$ cat config.mk
export PLATFORM = sky130hd
export DESIGN_NAME = gray_ask_psk_symbol_mapper
export DESIGN_NICKNAME = d
export VERILOG_FILES = /design/src/sv/gapsm_pkg.sv /design/src/sv/gray_ask_psk_symbol_mapper.sv
export SDC_FILE = /design/constraint.sdc
export NUM_CORES = 1
export LEC_CHECK = 0
export BUFFER_PORTS_ARGS = -buffer_cell sky130_fd_sc_hd__buf_4
export CORE_AREA = 4 4 174 193
export DETAILED_ROUTE_END_ITERATION = 12
export DIE_AREA = 0 0 178 197
export HOLD_SLACK_MARGIN = 0.03
export PLACE_DENSITY = 0.9
export RECOVER_POWER = 50
export SYNTH_ARGS = -nofsm -noshare
export SYNTH_HDL_FRONTEND = slang
export SYNTH_SLANG_ARGS = --single-unit
$ cat constraint.sdc
create_clock -name i_clk -period 6.4 [get_ports i_clk]
set_input_delay 0.96 -clock i_clk [delete_from_list [all_inputs] [get_ports i_clk]]
set_output_delay 0.96 -clock i_clk [all_outputs]
set_load 0.01 [all_outputs]
$ cat src/sv/gapsm_pkg.sv
// Shared types, register indexes and Gray-coded coefficient tables for the
// ASK/PSK symbol mapper. No dependencies.
package gapsm_pkg;

    // Longest run of repeated samples for one symbol
    localparam int MAX_REPEAT = 64;
    localparam int REP_W      = $clog2(MAX_REPEAT + 1);

    // Configuration port widths
    localparam int CFG_IDX_W  = 2;
    localparam int CFG_DATA_W = 15;
    localparam int AMP_W      = 15;
    localparam int SAMPLE_W   = 16;
    localparam int COEF_W     = 16;
    localparam int FRAC_W     = 14;

    typedef enum logic [CFG_IDX_W-1:0] {
        REG_MODULATION_MODE    = 2'd0,
        REG_BITS_PER_SYMBOL    = 2'd1,
        REG_SAMPLES_PER_SYMBOL = 2'd2,
        REG_AMPLITUDE          = 2'd3
    } t_reg_idx;

    typedef enum logic {
        MODE_ASK = 1'b0,
        MODE_PSK = 1'b1
    } t_mode;

    typedef logic signed [COEF_W-1:0] t_coef;

    typedef struct packed {
        t_coef p;
        t_coef q;
    } t_coef_pair;

    // Q2.14 coefficients
    localparam t_coef Q_ONE   = 16'sd16384;
    localparam t_coef Q_R2    = 16'sd11585;
    localparam t_coef Q_ZERO  = 16'sd0;
    localparam t_coef Q_1_3   = 16'sd5461;
    localparam t_coef Q_2_3   = 16'sd10923;
    localparam t_coef Q_1_7   = 16'sd2341;
    localparam t_coef Q_2_7   = 16'sd4681;
    localparam t_coef Q_3_7   = 16'sd7022;
    localparam t_coef Q_4_7   = 16'sd9362;
    localparam t_coef Q_5_7   = 16'sd11703;
    localparam t_coef Q_6_7   = 16'sd14043;

    // Look up the I/Q coefficients of a symbol; bps is already 1..3
    function automatic t_coef_pair coef_lookup(input logic mode, input logic [1:0] bps,
                                               input logic [2:0] sym);
        t_coef_pair c;
        c.p = Q_ZERO;
        c.q = Q_ZERO;
        if (mode == MODE_ASK) begin
            case (bps)
                2'd1: c.p = sym[0] ? Q_ONE : Q_ZERO;
                2'd2: begin
                    case (sym[1:0])
                        2'd0:    c.p = Q_ZERO;
                        2'd1:    c.p = Q_1_3;
                        2'd2:    c.p = Q_ONE;
                        default: c.p = Q_2_3;
                    endcase
                end
                default: begin
                    case (sym)
                        3'd0:    c.p = Q_ZERO;
                        3'd1:    c.p = Q_1_7;
                        3'd2:    c.p = Q_3_7;
                        3'd3:    c.p = Q_2_7;
                        3'd4:    c.p = Q_ONE;
                        3'd5:    c.p = Q_6_7;
                        3'd6:    c.p = Q_4_7;
                        default: c.p = Q_5_7;
                    endcase
                end
            endcase
        end else begin
            case (bps)
                2'd1: c.p = sym[0] ? -Q_ONE : Q_ONE;
                2'd2: begin
                    c.p = sym[1] ? -Q_R2 : Q_R2;
                    c.q = sym[0] ? -Q_R2 : Q_R2;
                end
                default: begin
                    case (sym)
                        3'd0:    begin c.p = Q_ONE;  c.q = Q_ZERO; end
                        3'd1:    begin c.p = Q_R2;   c.q = Q_R2;   end
                        3'd2:    begin c.p = -Q_R2;  c.q = Q_R2;   end
                        3'd3:    begin c.p = Q_ZERO; c.q = Q_ONE;  end
                        3'd4:    begin c.p = Q_R2;   c.q = -Q_R2;  end
                        3'd5:    begin c.p = Q_ZERO; c.q = -Q_ONE; end
                        3'd6:    begin c.p = -Q_ONE; c.q = Q_ZERO; end
                        default: begin c.p = -Q_R2;  c.q = -Q_R2;  end
                    endcase
                end
            endcase
        end
        return c;
    endfunction

endpackage

$ cat src/sv/gray_ask_psk_symbol_mapper.sv
// Gray-coded ASK/PSK baseband symbol mapper, top level.
// Depends on gapsm_pkg for register indexes, widths and coefficient tables.
//
// Usage:
//   Input channel (i_valid / o_ready) carries one data bit per beat, most
//   significant bit of each symbol first. Bits are gathered until
//   bits_per_symbol of them form a symbol; beats that do not complete a
//   symbol produce nothing. The completed symbol is looked up, scaled by the
//   amplitude register and sent on the output channel (o_valid / i_ready) as
//   samples_per_symbol identical I/Q beats, the last one with o_symbol_end.
//   Pipeline: the coefficient register loads at the edge that accepts the
//   completing beat, and the product register loads from it once the
//   output register is free.
//   Throughput: one data bit per cycle while o_ready is high; a symbol holds
//   the output register for samples_per_symbol beats (1..64), so the input
//   accepts bits while the coefficient slot is free and stalls only when a
//   second finished symbol waits behind one still draining.
//   Receiver stall: the output beat holds, the coefficient slot fills and
//   then o_ready drops; nothing is lost.
//   Reset (synchronous, i_rst_n low): registers return to ASK, one bit per
//   symbol, one sample per symbol, amplitude 16384; partial symbol and both
//   pipeline slots are emptied.
//   Configuration: i_cfg_we writes i_cfg_data to register i_cfg_idx at once;
//   write only while the block is idle.
module gray_ask_psk_symbol_mapper
    import gapsm_pkg::*;
(
    input  logic                       i_clk,
    input  logic                       i_rst_n,
    // configuration write port
    input  logic                       i_cfg_we,
    input  logic [CFG_IDX_W-1:0]       i_cfg_idx,
    input  logic [CFG_DATA_W-1:0]      i_cfg_data,
    // input bit channel
    input  logic                       i_valid,
    output logic                       o_ready,
    input  logic                       i_data_bit,
    // output sample channel
    output logic                       o_valid,
    input  logic                       i_ready,
    output logic signed [SAMPLE_W-1:0] o_in_phase,
    output logic signed [SAMPLE_W-1:0] o_quadrature,
    output logic                       o_symbol_end
);

    // configuration registers
    logic               r_mode;
    logic [1:0]         r_bps;
    logic [6:0]         r_sps;
    logic [AMP_W-1:0]   r_amp;

    // symbol gathering state
    logic [2:0]         r_partial;
    logic [1:0]         r_gathered;

    // coefficient slot
    logic               r_sym_vld;
    t_coef_pair         r_coef;

    // output register
    logic               r_out_vld;
    logic [REP_W-1:0]   r_rem;
    logic signed [SAMPLE_W-1:0] r_i;
    logic signed [SAMPLE_W-1:0] r_q;

    logic               in_take;
    logic               out_take;
    logic               out_last;
    logic               load_out;
    logic [1:0]         bps_eff;
    logic [REP_W-1:0]   reps_eff;
    logic [2:0]         n_partial;
    logic [1:0]         n_gathered;
    logic               sym_done;
    logic [2:0]         sym_mask;
    t_coef_pair         n_coef;
    logic signed [COEF_W+AMP_W:0] prod_i;
    logic signed [COEF_W+AMP_W:0] prod_q;

    // Clamp the configured symbol size and repeat count
    assign bps_eff  = (r_bps == 2'd0) ? 2'd1 : r_bps;
    always_comb begin
        if (r_sps == 7'd0) begin
            reps_eff = REP_W'(1);
        end else if (REP_W'(r_sps) > REP_W'(MAX_REPEAT)) begin
            reps_eff = REP_W'(MAX_REPEAT);
        end else begin
            reps_eff = REP_W'(r_sps);
        end
    end

    // Handshakes
    assign out_last = (r_rem == REP_W'(1));
    assign out_take = r_out_vld && i_ready;
    assign load_out = r_sym_vld && (!r_out_vld || (out_take && out_last));
    assign o_ready  = !r_sym_vld || load_out;
    assign in_take  = i_valid && o_ready;

    // Shift in the new bit and decide whether the symbol is complete
    assign n_partial  = {r_partial[1:0], i_data_bit};
    assign n_gathered = r_gathered + 2'd1;
    assign sym_done   = !((n_gathered < bps_eff) && (n_gathered != 2'd0));
    always_comb begin
        case (bps_eff)
            2'd1:    sym_mask = 3'b001;
            2'd2:    sym_mask = 3'b011;
            default: sym_mask = 3'b111;
        endcase
    end
    assign n_coef = coef_lookup(r_mode, bps_eff, n_partial & sym_mask);

    // Scale both coefficients by the amplitude; floor shift by 14
    assign prod_i = $signed({1'b0, r_amp}) * r_coef.p;
    assign prod_q = $signed({1'b0, r_amp}) * r_coef.q;

    // Hold configuration, gathering state and both pipeline slots
    always_ff @(posedge i_clk) begin
        if (!i_rst_n) begin
            r_mode     <= 1'b0;
            r_bps      <= 2'd1;
            r_sps      <= 7'd1;
            r_amp      <= AMP_W'(16384);
            r_partial  <= 3'd0;
            r_gathered <= 2'd0;
            r_sym_vld  <= 1'b0;
            r_out_vld  <= 1'b0;
            r_rem      <= '0;
        end else begin
            if (i_cfg_we) begin
                case (t_reg_idx'(i_cfg_idx))
                    REG_MODULATION_MODE:    r_mode <= i_cfg_data[0];
                    REG_BITS_PER_SYMBOL:    r_bps  <= i_cfg_data[1:0];
                    REG_SAMPLES_PER_SYMBOL: r_sps  <= i_cfg_data[6:0];
                    REG_AMPLITUDE:          r_amp  <= i_cfg_data[AMP_W-1:0];
                    default: ;
                endcase
            end

            // advance gathering; a finished symbol fills the coefficient slot
            if (in_take) begin
                if (sym_done) begin
                    r_partial  <= 3'd0;
                    r_gathered <= 2'd0;
                end else begin
                    r_partial  <= n_partial;
                    r_gathered <= n_gathered;
                end
            end
            if (in_take && sym_done) begin
                r_sym_vld <= 1'b1;
            end else if (load_out) begin
                r_sym_vld <= 1'b0;
            end

            // output register: load a symbol or count down its repeats
            if (load_out) begin
                r_out_vld <= 1'b1;
                r_rem     <= reps_eff;
            end else if (out_take) begin
                if (out_last) begin
                    r_out_vld <= 1'b0;
                end
                r_rem <= r_rem - REP_W'(1);
            end
        end
    end

    // Payload registers
    always_ff @(posedge i_clk) begin
        if (in_take && sym_done) begin
            r_coef <= n_coef;
        end
        if (load_out) begin
            r_i <= prod_i[FRAC_W+SAMPLE_W-1:FRAC_W];
            r_q <= prod_q[FRAC_W+SAMPLE_W-1:FRAC_W];
        end
    end

    assign o_valid      = r_out_vld;
    assign o_in_phase   = r_i;
    assign o_quadrature = r_q;
    assign o_symbol_end = r_out_vld && out_last;

    // A live output beat always has between one and MAX_REPEAT repeats left
    a_rem_range: assert property (@(posedge i_clk) disable iff (!i_rst_n)
        r_out_vld |-> (r_rem != '0) && (r_rem <= REP_W'(MAX_REPEAT)))
        else $error("repeat count out of range");

    // The input stalls only behind a waiting symbol
    a_stall_cause: assert property (@(posedge i_clk) disable iff (!i_rst_n)
        !o_ready |-> r_sym_vld && r_out_vld)
        else $error("input stalled with a free slot");

    // A non-final sample taken leaves the same symbol with one repeat fewer
    a_repeat_step: assert property (@(posedge i_clk) disable iff (!i_rst_n)
        out_take && !out_last |=> r_out_vld && (r_rem == $past(r_rem) - REP_W'(1)))
        else $error("repeat countdown slipped");

    // A symbol loaded into the output frees the coefficient slot unless a new symbol refills it
    a_slot_move: assert property (@(posedge i_clk) disable iff (!i_rst_n)
        load_out && !(in_take && sym_done) |=> !r_sym_vld && r_out_vld)
        else $error("coefficient slot not released");

endmodule
==> results of run 1 <==
[path summary, 6_finish.rpt]
kind | end | slack, ns | cells past startpoint
min reg2reg | r_gathered[1] | 0.48 | 2
max reg2reg | o_quadrature[15] | 0.11 | 22
max | o_quadrature[15] | 0.11 | 22
min | r_gathered[1] | 0.48 | 2
[Yosys cell counts, drive strengths merged, types with 32 or more instances]
library cell  number  area [um2]
inv              455        1710
ha               231        2890
fa               334        6690
xnor2             42         368
clkbuf            80         300
and2             154         963
o21ai             41         209
edfxtp            52        1560
nor2b             32         200
a21oi             57         297
nor2              46         173
nand2            215         812
dfxtp             38         761
[worst reg2reg max path, delay by kind of cell (launching register included)]
family	cells	cell delay, ns
AND/OR/NAND/NOR	3	0.64
buffers and inverters	6	0.53
XOR/XNOR	1	0.08
flip-flops	1	0.45
AO/OA/AOI/OAI	5	1.03
adder cells (fa/ha/maj)	7	3.35
[cells by family (layout without fill, tap and decap cells)]
logic type               Yosys count  count (layout)  synth area share [%]
AO/OA/AOI/OAI                    200             200                  7.30
XOR/XNOR                          72              72                  3.36
adder cells (fa/ha/maj)          569             569                  51.2
buffers and inverters            540             607                  10.9
flip-flops                        90              90                  12.4
multiplexers                      13              13                 0.692
AND/OR/NAND/NOR                  530             530                  14.2
[power by group through the flow]
| stage | combinational (mW) | clock [mW] | sequential [mW] |
|---|---|---|---|
| finish | 1.62 | 0.591 | 0.803 |
| global route | 1.82 | 0.624 | 0.811 |
| CTS | 1.60 | 0.590 | 0.806 |
| detailed placement | 1.58 | 0 | 0.820 |
| global placement | 1.50 | 0 | 0.813 |
| floorplan | 1.14 | 0 | 0.796 |
[metrics by stage]
| step | worst slack (ns) | hold slack [ns] | instance area, um2 | utilization (%) |
|---|---|---|---|---|
| 2_1_floorplan | 0.0476 | 0.445 | 18800 | - |
| 3_3_place_gp | 0.108 | 0.455 | 19900 | 63.4 |
| 3_5_place_dp | -0.112 | 0.473 | 19900 | 63.4 |
| 4_1_cts | 0.00287 | 0.483 | 20200 | 64.5 |
| 5_1_grt | -0.133 | 0.510 | 20300 | 64.6 |
| 6_report | 0.106 | 0.478 | 20300 | 64.6 |
[per-layer routing]
metal / vias to the layer above / part of all wire, %
met5: - / 0
met4: 0 / 6.5
met3: 224 / 7.0
met2: 682 / 50
met1: 6983 / 37
li1: 6313 / -
[cell type report]
cell class                      instances  area, um2  area share [%]
Tap cell                              420        526            2.59
Inverter                              455       1710            8.44
Timing Repair Buffer                  136        898            4.43
Clock buffer                           10        250            1.23
Multi-Input combinational cell       1384      14500            71.5
Sequential cell                        90       2330            11.5
Clock inverter                          6       65.1           0.321
[what timing repair did]
| action | in CTS | in global routing |
|---|---|---|
| setup buffers | 2 | 14 |
| setup endpoints to repair | 8 | 11 |
| hold buffers | 0 | 0 |
| pin swaps | 0 | 4 |
| resized for setup | 4 | 18 |
[state kept, by name (all words and copies together), names as in the netlist]
name and flops:
r_partial 2, r_mode 1, o_valid 1, r_coef 20, r_sps 7, r_bps 2
r_sym_vld 1, o_quadrature 16, r_amp 15, r_rem 7, r_gathered 2, o_in_phase 16
==> flow_summary.toml, run 1 <==
[global_routing]
grt_util_met1_pct = 32.9
grt-ovfl-total = 0
busiest_layer = "met2"
grt_pass1_wl_um = 74200
track_usage_pct = 26.6
use_met3_pct = 3.80
grt_util_met2_pct = 45.4
grt_pass1_vias = 15200
grt_antenna_before_repair = 0
grt_max_degree = 47

[floorplan]
die_w_um = 178
start_util_pct = 59.9
die_area_mm2 = 0.0351
row_count = 68
die_h_um = 197
core_mm2 = 0.0314
io_pins = 58

[worst_hold_path]
min_path_type = "reg -> reg"
hp-start = "r_gathered[1]"

[worst_setup_path]
critical_path_required_ns = 6.53
cp-startpoint = "r_coef[12]"
crit_slowest_cell = "fa_1"
crit_path_max_incr_delay_ns = 0.55
startpoint_type = "flop"
cp_common_cell = "fa_1"
path_cells = "buf_4 > nand2_1 > inv_1 > fa_1 > inv_1 > fa_1 > fa_1 > inv_1 > fa_1 > fa_1 > inv_1 > fa_1 > inv_1 > ha_1 > a21o_1 > a21o_1 > a221oi_2 > nor2_1 > nor3_2 > o31ai_4 > a21oi_2 > xnor2_1"
path_max_fanout = 5
cp-end-kind = "flop"
arrival_ns = 6.43
regToRegStartpoint = "r_coef[12]"
cp_top_family = "adder cells"
crit_type = "reg -> reg"
path_buf_inv = 6

[clock_tree]
cts_tree = "yes"
cts-root-buf = "clkbuf_16"
clk_latency_ns = 0.38
htree_num_levels = 3
clkTransAtPathRegs_ns = 0.09
numCtsBuffers = 9
cts_sinks = 90
cts_buffer_depth = 2

[cells_and_area]
syn2layout_area_growth_pct = 7.90
mostFrequentLayoutCells = "inv_1 (454), fa_1 (334), ha_1 (229)"
diodes = 0
final_cells = 2501
final_common_cell = "inv_1"
fill_cells = 2286
drive_above_1_share_pct = 7.64
nNetsFinal = 2664

[drt]
drc = 0
route.detailed.wl_per_inst_um = 18.2
drt_first_pass_iters = 5
viasPerCell = 5.68
num_vias = 14200
drt_iter0_drc = 1060
antenna_left = 0
wirelength_um = 45600

[place]
portBuffers = 57
dp_hpwl_um = 36400
place_inst = 2469
gp_congestion = 0.980

[synthesis]
ys_seq_elements = 90
synth_area_mm2 = 0.0188
synthesis.nets = 2602
async_reset_ff_share_pct = 0
yosys.cell_types.count = 67
yosysSeqAreaShare_pct = 12.4
synthCells = 2014
yosys_most_used_dff = "edfxtp_1"
yosys_warnings = 0
synth_edf_count = 52
syn_area_per_cell_um2 = 9.33

[power_and_ir_drop]
clkPwrFrac_pct = 19.6
ir_worst_vdd_mv = 0.267
p_switching_mw = 1.31
combPwrFrac_pct = 53.7
p_per_area_mw_per_mm2 = 149
p_seq_share_pct = 26.7
total_power_mw = 3.01
p_int_mw = 1.70
switching_share_pct = 43.6
leakagePower_nw = 10.5

[status]
violations = "capacitance limit, slew limit"
status = "finished with violations"

[timing]
finalSetupViolCount = 0
hold_viol = 0
tightest_slew_ns = 2.53
rsz0062_at_grt = "yes"
fin_crit_sh_pct = 98.3
period_minus_slack_ns = 6.29
slew_viol_final = 47
max_freq_mhz = 159
tns_ns = 0
max_slew_margin_pct = -68.9
worst_clock_skew_ns = 0.0126

[flow_run]
cap_violations = 1
(Power assumes the default switching activity.)
==> inputs of run 2 (changes only) <==
GPL_TIMING_DRIVEN = 0   (was not set)
==> flow_summary.toml, run 2 (synthesis results as in run 1) <==
[clock_tree]
clkTransAtPathRegs_ns = 0.08
cts-root-buf = "clkbuf_16"
cts_sinks = 90
htree_num_levels = 3
clk_latency_ns = 0.38
numCtsBuffers = 9
postCtsHoldBufs = 0
cts_tree = "yes"
cts_buffer_depth = 2

[power_and_ir_drop]
ir_worst_vdd_mv = 0.170
p_per_area_mw_per_mm2 = 150
leakagePower_nw = 10.5

[drt]
antenna_left = 0
drt_iter0_drc = 1089
route.detailed.wl_per_inst_um = 19.4
drt_first_pass_iters = 6
wirelength_um = 48900
viasPerCell = 5.74
drc = 0
num_vias = 14500

[cells_and_area]
mostFrequentLayoutCells = "inv_1 (446), fa_1 (334), ha_1 (226)"
syn2layout_area_growth_pct = 9.21
largest_reg_flops = 20
final_cells = 2526
drive_above_1_share_pct = 8.21
final_core_util_pct = 65.4
largest_register = "r_coef"
final_common_cell = "inv_1"
diodes = 0
nNetsFinal = 2689

[worst_setup_path]
path_max_fanout = 10
crit_type = "reg -> reg"
path_buf_inv = 4
critical_path_required_ns = 6.53
cp-end-kind = "flop"
startpoint_type = "flop"
cp_common_cell = "fa_1"
crit_slowest_cell = "fa_1"
path_cells = "clkbuf_1 > nand2_1 > fa_1 > inv_1 > fa_1 > fa_1 > fa_1 > fa_1 > inv_1 > fa_1 > inv_1 > ha_1 > a21oi_2 > o21bai_1 > a21oi_1 > nor2_1 > a2111oi_2 > nor2_1 > a2111oi_4 > xnor2_1"
cp_top_family = "adder cells"
arrival_ns = 6.43
crit_path_max_incr_delay_ns = 0.58

[status]
status = "complete, no violations"

[place]
portBuffers = 55
dp_hpwl_um = 38000
pre_cts_ws_ns = -1.14
place_inst = 2490
gp_congestion = 0.971

[timing]
finalSetupViolCount = 0
tns_ns = 0
slew_viol_final = 0
worst_clock_skew_ns = 0.0142
setup_slack_ns = 0.0985
hold_viol = 0
tightest_slew_ns = 1.01
max_slew_margin_pct = 32.6
period_minus_slack_ns = 6.30
max_freq_mhz = 159
fin_crit_sh_pct = 98.5

[floorplan]
die_w_um = 178
core_mm2 = 0.0314
row_count = 68
die_h_um = 197
die_area_mm2 = 0.0351
start_util_pct = 59.9
io_pins = 58

[global_routing]
grt-ovfl-total = 0
track_usage_pct = 28.1
grt_pass1_wl_um = 76900
grt_antenna_before_repair = 0
grt_pass1_vias = 15400
grt_max_degree = 42

[flow_run]
cap_violations = 0

[worst_hold_path]
min_path_type = "reg -> reg"
==> run 2: changes by cell type in the layout (fill, tap and decap cells not counted), sizes merged <==
cell      delta
clkinv       +3
clkbuf      +57
clkinvlp     +3
inv          -5
buf         -33
==> run 2: metal layers <==
metal  wire (um)  GRT usage, %  vias up  share of wire [%]
met5           0             0        -                  0
met4        3070          15.0        0                6.3
met3        3890          5.66      217                8.0
met2       24200          47.0      749                 50
met1       17700          34.3     7164                 36
li1            -             -     6370                  -
==> run 2: where the power goes <==
group	switching (mW)	internal (mW)	total, mW
sequential	0.0415	0.732	0.774
clock	0.297	0.279	0.575
combinational	1.03	0.695	1.73
total	1.37	1.71	3.08
==> run 2: path summary, 6_finish.rpt <==
| check | start | end | slack (ns) | cells past startpoint |
|---|---|---|---|---|
| worst max-delay path | r_coef[14] | o_quadrature[12] | 0.1 | 20 |
| worst min-delay path | r_gathered[1] | r_gathered[1] | 0.47 | 2 |
| worst max register to register | r_coef[14] | o_quadrature[12] | 0.1 | 20 |
| worst min register to register | r_gathered[1] | r_gathered[1] | 0.47 | 2 |
==> run 2: repair_timing <==
action | 4_1_cts | 5_1_grt
gates cloned | 0 | 1
resized for setup | 75 | 91
endpoints found under the setup margin | 28 | 21
setup buffers | 3 | 23
pin swaps | 3 | 15
==> run 2: stage by stage <==
step | total power [mW] | hold WS (ns) | cell area [um2]
2_1_floorplan | 1.94 | 0.445 | 18800
3_3_place_gp | 2.30 | 0.458 | 19700
3_5_place_dp | 2.39 | 0.461 | 19800
4_1_cts | 3.00 | 0.470 | 20200
5_1_grt | 3.30 | 0.510 | 20500
6_report | 3.08 | 0.470 | 20500
==> run 2: final cells by class <==
cell class / instances / area, um2
flip-flops and latches: 90 / 2330
repair buffers: 83 / 507
well taps: 420 / 526
inverters: 455 / 1720
plain buffers: 78 / 449
clock buffers: 9 / 225
fillers: 2296 / 10900
multi-input cells: 1384 / 14700
clock inverters: 7 / 86.3
==> run 2: worst min-delay path, cell delays in order (launching register included) <==
cell and delay, ns:
dfxtp_1 0.32, nand2_1 0.05, a21boi_0 0.06
==> inputs of run 3 (changes only) <==
REMOVE_ABC_BUFFERS = 1   (was not set)
==> flow_summary.toml, run 3 (synthesis results as in run 1) <==
[timing]
tightest_slew_ns = 1.89
fin_crit_sh_pct = 101
max_freq_mhz = 155
max_slew_margin_pct = -26.2
rsz0062_at_grt = "yes"
hold_viol = 0
worst_clock_skew_ns = 0.0125
tns_ns = -0.0608
holdWs_ns = 0.481
slew_viol_final = 17
finalSetupViolCount = 1
setup_slack_ns = -0.0608
period_minus_slack_ns = 6.46

[clock_tree]
clk_latency_ns = 0.38
cts_sinks = 90
clkTransAtPathRegs_ns = 0.08
cts_tree = "yes"
htree_num_levels = 3
cts-root-buf = "clkbuf_16"
postCtsHoldBufs = 0
cts_buffer_depth = 2
numCtsBuffers = 9

[worst_setup_path]
cp-end-kind = "flop"
arrival_ns = 6.59
crit_slowest_cell = "fa_1"
startpoint_type = "flop"
path_max_fanout = 5
crit_type = "reg -> reg"
critical_path_required_ns = 6.53
cp_common_cell = "fa_1"
cp_top_family = "adder cells"
crit_path_max_incr_delay_ns = 0.62
path_cells = "buf_8 > buf_4 > and2_2 > xnor2_2 > ha_1 > a21oi_2 > fa_1 > inv_1 > fa_1 > fa_1 > fa_1 > inv_1 > fa_1 > inv_1 > ha_1 > nand3_1 > nor2_2 > nand4_1 > o31ai_4 > nor3_4 > o31ai_4 > a21oi_2 > xnor2_1"
path_buf_inv = 5

[drt]
drc = 0
num_vias = 14400
route.detailed.wl_per_inst_um = 19.0
viasPerCell = 5.80
drt_first_pass_iters = 6
antenna_left = 0
wirelength_um = 47100
drt_iter0_drc = 1278

[power_and_ir_drop]
ir_worst_vdd_mv = 0.160
p_per_area_mw_per_mm2 = 150
leakagePower_nw = 10.4
total_power_mw = 3.06

[place]
portBuffers = 57
placed_area_mm2 = 0.0194
gp_congestion = 0.922
dp_hpwl_um = 33700

[floorplan]
io_pins = 58
die_w_um = 178
die_area_mm2 = 0.0351
core_mm2 = 0.0314
die_h_um = 197
start_util_pct = 59.9
row_count = 68

[status]
violations = "capacitance limit, slew limit, setup timing"
status = "finished with violations"

[cells_and_area]
drive_above_1_share_pct = 8.41
largest_register = "r_coef"
nNetsFinal = 2641
mostFrequentLayoutCells = "inv_1 (452), fa_1 (333), ha_1 (224)"
syn2layout_area_growth_pct = 8.35
fill_cells = 2182
largest_reg_flops = 20
final_cell_area_mm2 = 0.0204
final_common_cell = "inv_1"

[flow_run]
cap_violations = 1

[global_routing]
grt-ovfl-total = 0
grt_antenna_before_repair = 2
grt_max_degree = 39
track_usage_pct = 26.5
grt_pass1_wl_um = 74000
grt_pass1_vias = 15600

[worst_hold_path]
min_path_type = "reg -> reg"
-- run 3: changes by cell type in the layout (fill, tap and decap cells not counted), sizes merged --
| cell | delta |
|---|---|
| buf | +10 |
| clkbuf | -57 |
| clkinv | -6 |
| diode | +1 |
| inv | +5 |
-- run 3: final timing paths --
path | slack, ns | cells after the start | start | endpoint
hold reg to reg | 0.48 | 2 | r_sps[0] | r_sps[0]
setup reg to reg | -0.06 | 23 | r_coef[12] | o_quadrature[15]
setup / recovery | -0.06 | 23 | r_coef[12] | o_quadrature[15]
hold / removal | 0.48 | 2 | r_sps[0] | r_sps[0]
-- run 3: area by class of cell --
cell class,instances,area (um2),share of cell area [%]
clock inverters,6,56.3,0.276
well taps,420,526,2.58
repair buffers,113,777,3.82
inverters,455,1720,8.44
multi-input cells,1384,14700,72.1
clock buffers,10,229,1.12
diodes,1,2.50,0.0123
flip-flops and latches,90,2380,11.7
-- run 3: stage by stage --
| stage | util, % | setup slack, ns | instances |
|---|---|---|---|
| global route | 64.9 | -0.157 | 2479 |
| CTS | 63.9 | 0.00307 | 2456 |
| floorplan | - | 0.193 | 1929 |
| global placement | 61.8 | -0.596 | 2406 |
| finish | 64.9 | -0.0608 | 2479 |
| detailed placement | 61.9 | -0.845 | 2407 |
-- run 3: where the power goes --
part / switching (mW) / internal, mW / leakage, nW
Clock: 0.286 / 0.274 / 0.138
Sequential: 0.0819 / 0.729 / 0.820
Combinational: 0.992 / 0.699 / 9.48
-- run 3: worst register-to-register path: cells and delay by family (launching register included) --
family | cells | cell delay [ns]
AO/OA/AOI/OAI | 4 | 0.83
XOR/XNOR | 2 | 0.34
adder cells (fa/ha/maj) | 7 | 3.05
buffers and inverters | 5 | 0.60
flip-flops | 1 | 0.50
AND/OR/NAND/NOR | 5 | 0.89
-- run 3: timing repair --
action	4_1_cts	5_1_grt
buffers inserted	33	21
cloned	0	1
setup endpoints to repair	28	19
gates resized for setup	34	54
pin swaps	0	14
-- run 3: layer usage --
layer,up-vias,GRT usage [%],wire [um]
met5,-,0,0
met4,0,16.3,3330
met1,7078,31.3,16200
met2,791,45.4,23800
met3,247,3.78,3780
li1,6272,-,-
